`src/sv/rbc_pkg.sv`:
```
// ---------------------------------------------------------------------------
// Radial bias correction package
// Widths, codes and beat types shared by the correction core and its parts.
// ---------------------------------------------------------------------------
package rbc_pkg;

    localparam int PIX_W     = 8;
    localparam int COORD_W   = 12;
    localparam int REG_W     = 16;
    localparam int CFG_IDX_W = 2;
    localparam int FRAC_W    = 16;
    localparam int DIFF_W    = 18;
    localparam int SQ_W      = 34;
    localparam int SUM_W     = 35;
    localparam int RAD_W     = 36;
    localparam int ROOT_W    = 18;
    localparam int REM_W     = 20;
    localparam int PROD_W    = 35;
    localparam int T_W       = 36;

    // Register indexes of the configuration port.
    localparam logic [CFG_IDX_W-1:0] REG_SLOPE      = 2'd0;
    localparam logic [CFG_IDX_W-1:0] REG_CENTRE_COL = 2'd1;
    localparam logic [CFG_IDX_W-1:0] REG_CENTRE_ROW = 2'd2;

    // Saturation codes.
    localparam logic [1:0] CLIP_NONE = 2'd0;
    localparam logic [1:0] CLIP_HIGH = 2'd1;
    localparam logic [1:0] CLIP_LOW  = 2'd2;

    localparam logic [PIX_W-1:0] PIX_MAX = 8'd255;
    localparam logic [PIX_W-1:0] PIX_MIN = 8'd0;

    localparam logic signed [T_W-1:0] T_HIGH = T_W'(255 * 65536);
    localparam logic signed [T_W-1:0] T_HALF = T_W'(32768);

    typedef struct packed {
        logic             valid;
        logic [PIX_W-1:0] pixel;
        logic [SUM_W-1:0] sum;
    } t_sq_beat;

    typedef struct packed {
        logic              valid;
        logic [PIX_W-1:0]  pixel;
        logic [ROOT_W-1:0] root;
    } t_rt_beat;

endpackage

```
`src/sv/rbc_in_if.sv`:
```
// ---------------------------------------------------------------------------
// Radial bias correction input channel
// Valid/ready channel carrying one raw pixel and its coordinates per beat.
// ---------------------------------------------------------------------------
interface rbc_in_if;
    logic                          valid;
    logic                          ready;
    logic [rbc_pkg::PIX_W-1:0]     pixel_in;
    logic [rbc_pkg::COORD_W-1:0]   col;
    logic [rbc_pkg::COORD_W-1:0]   row;

    modport source (output valid, output pixel_in, output col, output row, input ready);
    modport sink   (input valid, input pixel_in, input col, input row, output ready);
endinterface

```
`src/sv/rbc_out_if.sv`:
```
// ---------------------------------------------------------------------------
// Radial bias correction output channel
// Valid/ready channel carrying one corrected pixel and its clip code per beat.
// ---------------------------------------------------------------------------
interface rbc_out_if;
    logic                      valid;
    logic                      ready;
    logic [rbc_pkg::PIX_W-1:0] pixel_out;
    logic [1:0]                clip;

    modport source (output valid, output pixel_out, output clip, input ready);
    modport sink   (input valid, input pixel_out, input clip, output ready);
endinterface

```
`src/sv/rbc_isqrt.sv`:
```
// ---------------------------------------------------------------------------
// Radial bias correction square root pipeline
// Integer square root of the squared distance, one root bit per stage.
// ---------------------------------------------------------------------------
module rbc_isqrt (
    input  logic              i_clk,
    input  logic              i_rst_n,
    input  logic              i_adv,
    input  rbc_pkg::t_sq_beat i_beat,
    output rbc_pkg::t_rt_beat o_beat
);

    localparam int STEPS = rbc_pkg::ROOT_W;

    typedef struct packed {
        logic                       valid;
        logic [rbc_pkg::PIX_W-1:0]  pixel;
        logic [rbc_pkg::RAD_W-1:0]  rad;
        logic [rbc_pkg::ROOT_W-1:0] root;
        logic [rbc_pkg::REM_W-1:0]  rem;
    } t_isq_stage;

    t_isq_stage w_in;
    t_isq_stage r_st [STEPS];

    assign w_in.valid = i_beat.valid;
    assign w_in.pixel = i_beat.pixel;
    assign w_in.rad   = {1'b0, i_beat.sum};
    assign w_in.root  = '0;
    assign w_in.rem   = '0;

    for (genvar k = 0; k < STEPS; k++) begin : g_step
        t_isq_stage                  w_src;
        t_isq_stage                  n_st;
        logic [rbc_pkg::REM_W+1:0]   w_acc;
        logic [rbc_pkg::REM_W+1:0]   w_trial;

        if (k == 0) begin : g_first
            assign w_src = w_in;
        end else begin : g_next
            assign w_src = r_st[k-1];
        end

        // Bring down the next two radicand bits and try the candidate 4*root+1.
        always_comb begin
            w_acc   = {w_src.rem, w_src.rad[rbc_pkg::RAD_W-1 -: 2]};
            w_trial = {2'b00, w_src.root, 2'b01};
            n_st    = w_src;
            n_st.rad = w_src.rad << 2;
            if (w_acc >= w_trial) begin
                n_st.rem  = rbc_pkg::REM_W'(w_acc - w_trial);
                n_st.root = {w_src.root[rbc_pkg::ROOT_W-2:0], 1'b1};
            end else begin
                n_st.rem  = rbc_pkg::REM_W'(w_acc);
                n_st.root = {w_src.root[rbc_pkg::ROOT_W-2:0], 1'b0};
            end
        end

        always_ff @(posedge i_clk) begin
            if (!i_rst_n) begin
                r_st[k].valid <= 1'b0;
            end else if (i_adv) begin
                r_st[k] <= n_st;
            end
        end
    end

    assign o_beat.valid = r_st[STEPS-1].valid;
    assign o_beat.pixel = r_st[STEPS-1].pixel;
    assign o_beat.root  = r_st[STEPS-1].root;

endmodule

```
`src/sv/radial_bias_correction_core.sv`:
```
// ---------------------------------------------------------------------------
// Radial bias correction core
// Subtracts slope times distance from a configured centre from each pixel,
// rounds half up and clamps the result to 0..255 with a saturation code.
// ---------------------------------------------------------------------------
//  Channel  Dir  Content                      Handshake
//  i_px     in   pixel_in, col, row           valid/ready
//  o_px     out  pixel_out, clip              valid/ready
//  i_cfg_*  in   slope, centre_col, centre_row write enable, no wait
//
//  One pixel per cycle while the output is not stalled. The pipeline is the
//  18-stage square root pipeline plus five stages for offset, squares,
//  sum, slope multiply and clamping.
//  The whole pipeline advances together; a stalled output freezes every
//  stage and drops input ready, so nothing is lost or repeated.
//  Reset clears the valid bits and the three configuration registers.
// ---------------------------------------------------------------------------
module radial_bias_correction_core #(
    parameter int MAX_WIDTH  = 4096,
    parameter int MAX_HEIGHT = 4096
) (
    input  logic                             i_clk,
    input  logic                             i_rst_n,
    rbc_in_if.sink                           i_px,
    rbc_out_if.source                        o_px,
    input  logic                             i_cfg_we,
    input  logic [rbc_pkg::CFG_IDX_W-1:0]    i_cfg_idx,
    input  logic [rbc_pkg::REG_W-1:0]        i_cfg_data
);

    localparam int PW = rbc_pkg::PIX_W;
    localparam int CW = rbc_pkg::COORD_W;
    localparam logic [CW-1:0] COL_LIM = CW'(MAX_WIDTH - 1);
    localparam logic [CW-1:0] ROW_LIM = CW'(MAX_HEIGHT - 1);

    logic signed [rbc_pkg::REG_W-1:0] r_slope;
    logic signed [rbc_pkg::REG_W-1:0] r_centre_col;
    logic signed [rbc_pkg::REG_W-1:0] r_centre_row;

    always_ff @(posedge i_clk) begin
        if (!i_rst_n) begin
            r_slope      <= '0;
            r_centre_col <= '0;
            r_centre_row <= '0;
        end else if (i_cfg_we) begin
            case (i_cfg_idx)
                rbc_pkg::REG_SLOPE:      r_slope      <= i_cfg_data;
                rbc_pkg::REG_CENTRE_COL: r_centre_col <= i_cfg_data;
                rbc_pkg::REG_CENTRE_ROW: r_centre_row <= i_cfg_data;
                default: ;
            endcase
        end
    end

    logic w_adv;
    logic r_out_valid;

    assign w_adv      = !r_out_valid || o_px.ready;
    assign i_px.ready = w_adv;

    // Offset from the centre, Q.4.
    logic [CW-1:0]                    w_col_c;
    logic [CW-1:0]                    w_row_c;
    logic signed [rbc_pkg::DIFF_W-1:0] w_dx;
    logic signed [rbc_pkg::DIFF_W-1:0] w_dy;

    assign w_col_c = (32'(i_px.col) > 32'(MAX_WIDTH - 1))  ? COL_LIM : i_px.col;
    assign w_row_c = (32'(i_px.row) > 32'(MAX_HEIGHT - 1)) ? ROW_LIM : i_px.row;
    assign w_dx = {{2{r_centre_col[rbc_pkg::REG_W-1]}}, r_centre_col} - {2'b00, w_col_c, 4'h0};
    assign w_dy = {{2{r_centre_row[rbc_pkg::REG_W-1]}}, r_centre_row} - {2'b00, w_row_c, 4'h0};

    logic                              r_a_valid;
    logic [PW-1:0]                     r_a_pix;
    logic signed [rbc_pkg::DIFF_W-1:0] r_a_dx;
    logic signed [rbc_pkg::DIFF_W-1:0] r_a_dy;

    always_ff @(posedge i_clk) begin
        if (!i_rst_n) begin
            r_a_valid <= 1'b0;
        end else if (w_adv) begin
            r_a_valid <= i_px.valid;
            r_a_pix   <= i_px.pixel_in;
            r_a_dx    <= w_dx;
            r_a_dy    <= w_dy;
        end
    end

    // Squares of the offsets.
    logic signed [2*rbc_pkg::DIFF_W-1:0] w_sqx;
    logic signed [2*rbc_pkg::DIFF_W-1:0] w_sqy;

    assign w_sqx = r_a_dx * r_a_dx;
    assign w_sqy = r_a_dy * r_a_dy;

    logic                        r_b_valid;
    logic [PW-1:0]               r_b_pix;
    logic [rbc_pkg::SQ_W-1:0]    r_b_sqx;
    logic [rbc_pkg::SQ_W-1:0]    r_b_sqy;

    always_ff @(posedge i_clk) begin
        if (!i_rst_n) begin
            r_b_valid <= 1'b0;
        end else if (w_adv) begin
            r_b_valid <= r_a_valid;
            r_b_pix   <= r_a_pix;
            r_b_sqx   <= w_sqx[rbc_pkg::SQ_W-1:0];
            r_b_sqy   <= w_sqy[rbc_pkg::SQ_W-1:0];
        end
    end

    rbc_pkg::t_sq_beat r_c;

    always_ff @(posedge i_clk) begin
        if (!i_rst_n) begin
            r_c.valid <= 1'b0;
        end else if (w_adv) begin
            r_c.valid <= r_b_valid;
            r_c.pixel <= r_b_pix;
            r_c.sum   <= {1'b0, r_b_sqx} + {1'b0, r_b_sqy};
        end
    end

    rbc_pkg::t_rt_beat w_rt;

    rbc_isqrt u_isqrt (
        .i_clk   (i_clk),
        .i_rst_n (i_rst_n),
        .i_adv   (w_adv),
        .i_beat  (r_c),
        .o_beat  (w_rt)
    );

    // Bias term, Q.16.
    logic signed [rbc_pkg::PROD_W-1:0] w_prod;

    assign w_prod = r_slope * $signed({1'b0, w_rt.root});

    logic                              r_m_valid;
    logic [PW-1:0]                     r_m_pix;
    logic signed [rbc_pkg::PROD_W-1:0] r_m_prod;

    always_ff @(posedge i_clk) begin
        if (!i_rst_n) begin
            r_m_valid <= 1'b0;
        end else if (w_adv) begin
            r_m_valid <= w_rt.valid;
            r_m_pix   <= w_rt.pixel;
            r_m_prod  <= w_prod;
        end
    end

    logic signed [rbc_pkg::T_W-1:0] w_t;
    logic        [rbc_pkg::T_W-1:0] w_rnd;
    logic [PW-1:0]                  w_pix_out;
    logic [1:0]                     w_clip;

    assign w_t   = $signed({{(rbc_pkg::T_W-PW-rbc_pkg::FRAC_W){1'b0}}, r_m_pix,
                            {rbc_pkg::FRAC_W{1'b0}}}) - r_m_prod;
    assign w_rnd = w_t + rbc_pkg::T_HALF;

    // Both boundary values themselves count as in range.
    always_comb begin
        if (w_t > rbc_pkg::T_HIGH) begin
            w_pix_out = rbc_pkg::PIX_MAX;
            w_clip    = rbc_pkg::CLIP_HIGH;
        end else if (w_t[rbc_pkg::T_W-1]) begin
            w_pix_out = rbc_pkg::PIX_MIN;
            w_clip    = rbc_pkg::CLIP_LOW;
        end else begin
            w_pix_out = w_rnd[rbc_pkg::FRAC_W +: PW];
            w_clip    = rbc_pkg::CLIP_NONE;
        end
    end

    logic [PW-1:0] r_out_pix;
    logic [1:0]    r_out_clip;

    always_ff @(posedge i_clk) begin
        if (!i_rst_n) begin
            r_out_valid <= 1'b0;
        end else if (w_adv) begin
            r_out_valid <= r_m_valid;
            r_out_pix   <= w_pix_out;
            r_out_clip  <= w_clip;
        end
    end

    assign o_px.valid     = r_out_valid;
    assign o_px.pixel_out = r_out_pix;
    assign o_px.clip      = r_out_clip;

endmodule

```
`src/flat_wrapper.sv`:
```
// flat-port wrapper written by rule: the top's interface ports become plain ports
module radial_bias_correction_core_flat 
#(
    parameter int MAX_WIDTH  = 4096,
    parameter int MAX_HEIGHT = 4096
)
  (i_clk, i_rst_n, i_cfg_we, i_cfg_idx, i_cfg_data, i_px_valid, i_px_pixel_in, i_px_col, i_px_row, i_px_ready, o_px_valid, o_px_pixel_out, o_px_clip, o_px_ready);
  rbc_in_if i_px_i ();
  rbc_out_if o_px_i ();
  input  logic i_clk;
  input  logic i_rst_n;
  input  logic i_cfg_we;
  input  logic [rbc_pkg::CFG_IDX_W-1:0] i_cfg_idx;
  input  logic [rbc_pkg::REG_W-1:0] i_cfg_data;
  input wire logic [$bits(i_px_i.valid)-1:0] i_px_valid;
  input wire logic [$bits(i_px_i.pixel_in)-1:0] i_px_pixel_in;
  input wire logic [$bits(i_px_i.col)-1:0] i_px_col;
  input wire logic [$bits(i_px_i.row)-1:0] i_px_row;
  output wire logic [$bits(i_px_i.ready)-1:0] i_px_ready;
  output wire logic [$bits(o_px_i.valid)-1:0] o_px_valid;
  output wire logic [$bits(o_px_i.pixel_out)-1:0] o_px_pixel_out;
  output wire logic [$bits(o_px_i.clip)-1:0] o_px_clip;
  input wire logic [$bits(o_px_i.ready)-1:0] o_px_ready;
  assign i_px_i.valid = i_px_valid;
  assign i_px_i.pixel_in = i_px_pixel_in;
  assign i_px_i.col = i_px_col;
  assign i_px_i.row = i_px_row;
  assign i_px_ready = i_px_i.ready;
  assign o_px_valid = o_px_i.valid;
  assign o_px_pixel_out = o_px_i.pixel_out;
  assign o_px_clip = o_px_i.clip;
  assign o_px_i.ready = o_px_ready;
  radial_bias_correction_core #(.MAX_WIDTH(MAX_WIDTH), .MAX_HEIGHT(MAX_HEIGHT)) u_core (.i_clk(i_clk), .i_rst_n(i_rst_n), .i_px(i_px_i), .o_px(o_px_i), .i_cfg_we(i_cfg_we), .i_cfg_idx(i_cfg_idx), .i_cfg_data(i_cfg_data));
endmodule
```
`config.mk`:
```
export PLATFORM = sky130hd
export DESIGN_NAME = radial_bias_correction_core_flat
export DESIGN_NICKNAME = d
export VERILOG_FILES = /design/src/sv/rbc_pkg.sv /design/src/sv/rbc_in_if.sv /design/src/sv/rbc_out_if.sv /design/src/sv/rbc_isqrt.sv /design/src/sv/radial_bias_correction_core.sv /design/src/flat_wrapper.sv
export SDC_FILE = /design/constraint.sdc
export NUM_CORES = 2
export LEC_CHECK = 0
export BUFFER_PORTS_ARGS = -buffer_cell sky130_fd_sc_hd__buf_2
export CAP_MARGIN = 20
export CORE_MARGIN = 2
export CORE_UTILIZATION = 59
export CTS_CLUSTER_SIZE = 20
export DETAILED_ROUTE_END_ITERATION = 10
export PLACE_DENSITY = 0.82
export SLEW_MARGIN = 10
export SYNTH_ARGS = -nofsm -noshare
export SYNTH_HDL_FRONTEND = slang
export SYNTH_HIERARCHICAL = 1
export SYNTH_SLANG_ARGS = --single-unit
```
`constraint.sdc`:
```
create_clock -name i_clk -period 24.7 [get_ports i_clk]
set_clock_uncertainty 0.15 [all_clocks]
set_input_delay 0 -clock i_clk [delete_from_list [all_inputs] [get_ports i_clk]]
set_output_delay 0 -clock i_clk [all_outputs]
set_load 0.01 [all_outputs]
```
==> metrics.cfg <==
[yosys]
synthesis.area_mm2 = 0.08400
synth_edf_count = 1163
netlist_instances = 7346
synthFlopType = edfxtp_1
ys.warnings.count = 6
synthesis.nets = 8776
synth-seq-area-share_pct = 42.86
synth_seq_cells = 1217
synth.avg_cell_area_um2 = 11.44
ys_types = 103
async_flop_share_pct = 0

[grt]
grt_pass1_wl_mm = 292.1
first_global_vias = 56850
grt_antenna_before_repair = 4
grt_max_degree = 192
gr-total-overflow = 0
grt_util_all_layers_pct = 25.42

[place]
place.gp.congestion = 0.9172
dp_slack_ns = 17.22
numPortBuffers = 66
detailed_place_hpwl_mm = 132.8

[critical_path]
worst_path_max_delay_cell = fa_1
critPathTopFamily = adder cells
worstPathCellList = inv_2, nor2_1, fa_1, inv_1, fa_1, inv_1, fa_1, fa_1, fa_1, inv_1, fa_1, inv_1, ha_1, a21o_1, a21o_1, a21o_1, a21oi_1, o22ai_1, or4_1, o2111ai_1
path_depth = 20
crit_top_cell = fa_1
ff2ff_setup_slack_ns = 17.11
slowest_delay_ns = 0.75
crit_type = flop to flop
cp_max_fo = 19
cp-end-kind = flop
critPathBufInv = 5
required_ns = 25.15
reg2reg_depth = 20
start_kind = flop
cp.arrival_ns = 8.04

[clock_network]
clk_path_buf_depth = 3
htree_levels = 3
clk_latency_ns = 0.80
numCtsBuffers = 120
cts_hold_buf = 108
post_cts_resized = 0
path_clk_slew_ns = 0.07
cts_setup_buffers = 0
cts_tree = yes
ctsRootBufferMaster = clkbuf_16
clock-sinks = 1217

[sta]
drv_slew = 0
fin_crit_ns = 7.591
setup_viol_count_final = 0
hold_viol_final = 0
fmax_ghz = 0.1317
setup_ws_ns = 17.11
worstMarginPinSlew_ns = 1.196
slew_headroom_pct = 20.28
rsz0062_at_grt = false
setup-tns-final_ns = 0
fin_crit_sh_pct = 30.73

[floorplan]
die_h_um = 381.3
num_rows = 138
die_w_um = 381.3
die_area_mm2 = 0.1454
boundaryPins = 67
core_mm2 = 0.1414
start_util_pct = 59.40

[detailed_routing]
routedWlPerCell_um = 19.09
vias = 53620
post-route-drc-count = 0
drt_wl_total_mm = 181.5
vias_per_cell = 5.639
drtAntennaViolNets = 0
dr.first_iter.drc_count = 3981
drtPass1Iterations = 7

[finish]
final_nets = 8939
layout.cells.most_common_list = inv_1 (1397), edfxtp_1 (1163), fa_1 (795)
final_layout_size_suffix_gt1_share_pct = 5.383
areaGrowthSynthToFinish_pct = 9.314
layout_commonest_cell = inv_1

[min_path]
holdPathStages = 4
hp-class = primary input to flop

[run]
drv_cap = 0

[run_status]
status = complete, no violations

tightest hold or removal path: stages:
cell           delay, ns
dlygate4sd3_1       0.53
buf_2               0.22
nand2_1             0.08
a21boi_0            0.07
layout make-up:
type                       instances  area [µm²]
inverter                        1400        5255
clock inverter                    79        1134
multi-input combinational       4565       42160
tap                             1890        2365
timing repair buffer             205        1700
antenna                            3       7.507
clock buffer                     150        3206
fill                           10180       49590
sequential                      1217       36000
registers in the layout (all words and copies together) (netlist names), 2 cells and up:
| register | count |
|---|---|
| u_core/r_slope | 16 |
| u_core/r_a_dx | 18 |
| u_core/r_centre_row | 16 |
| u_core/r_centre_col | 16 |
| u_core/r_b_sqx | 33 |
| u_core/r_b_pix | 8 |
| u_core/r_b_sqy | 33 |
| u_core/o_px.pixel_out | 8 |
| u_core/r_c | 44 |
| u_core/r_a_dy | 18 |
| u_core/r_m_prod | 35 |
| u_core/r_m_pix | 8 |
| u_core/u_isqrt/r_st | 950 |
| u_core/r_a_pix | 8 |
| u_core/o_px.clip | 2 |
cell families (layout without fill, tap and decap cells):
logic type / Yosys count / after routing / share of synthesized area, %
other: 1 / 4 / 0.004464
AO/OA/AOI/OAI: 929 / 929 / 7.142
flip-flops: 1217 / 1217 / 42.86
XOR/XNOR: 413 / 413 / 4.315
multiplexers: 48 / 48 / 0.6300
buffers and inverters: 1564 / 1834 / 6.999
AND/OR/NAND/NOR: 1799 / 1799 / 10.46
adder cells (fa/ha/maj): 1375 / 1375 / 27.58
cells in the mapped netlist, types with 25 or more instances:
library cell	n	share of area, %
nor2b_1	57	0.42
o211ai_1	25	0.22
xor2_1	151	1.6
nor4_1	52	0.39
nand4_1	27	0.20
clkbuf_1	154	0.69
inv_1	1397	6.2
ha_1	580	8.6
o21a_1	58	0.52
nand2b_1	70	0.52
a21o_1	74	0.66
and3_1	47	0.35
edfxtp_1	1163	42
dfxtp_1	54	1.3
mux2_2	39	0.52
a21boi_0	62	0.55
or3_1	42	0.31
and2_1	253	1.9
nand3_1	69	0.41
nand2_1	622	2.8
nor2_1	356	1.6
xnor2_1	261	2.7
a21oi_1	278	1.7
o21ai_0	190	1.1
nor3_1	101	0.60
o21bai_1	28	0.25
fa_1	795	19
worst paths after layout:
path | from | end
hold / removal | i_cfg_data[7] | u_core/r_centre_row[7]$_SDFFE_PN0P_
setup / recovery | u_core/r_a_dy[17]$_DFFE_PP_ | u_core/r_b_sqy[32]$_DFFE_PP_
hold reg to reg | u_core/u_isqrt/r_st[3][54]$_DFFE_PP_ | u_core/u_isqrt/r_st[4][56]$_DFFE_PP_
setup reg to reg | u_core/r_a_dy[17]$_DFFE_PP_ | u_core/r_b_sqy[32]$_DFFE_PP_
routing by layer:
layer  GRT usage [%]  part of all wire [%]  vias up
li1                -                     -    24630
met1           30.10                    37    26560
met2           43.59                    50     1847
met3           3.854                   5.7      582
met4           15.97                   7.0        4
met5               0                 0.010        -
metrics by stage:
step           hold slack, ns  utilization [%]  cells  instance area (µm²)
6_report              0.04127            64.94   9509                91830
5_1_grt               0.02765            64.93   9508                91820
4_1_cts              0.001420            64.89   9502                91760
3_5_place_dp          0.02809            61.05   9165                86340
3_3_place_gp          0.02801            61.05   9165                86340
2_1_floorplan        -0.05113                -   7346                84000
Power is not shown: default switching activity piles up to over one toggle a cycle in this logic, so the estimate is an artifact.
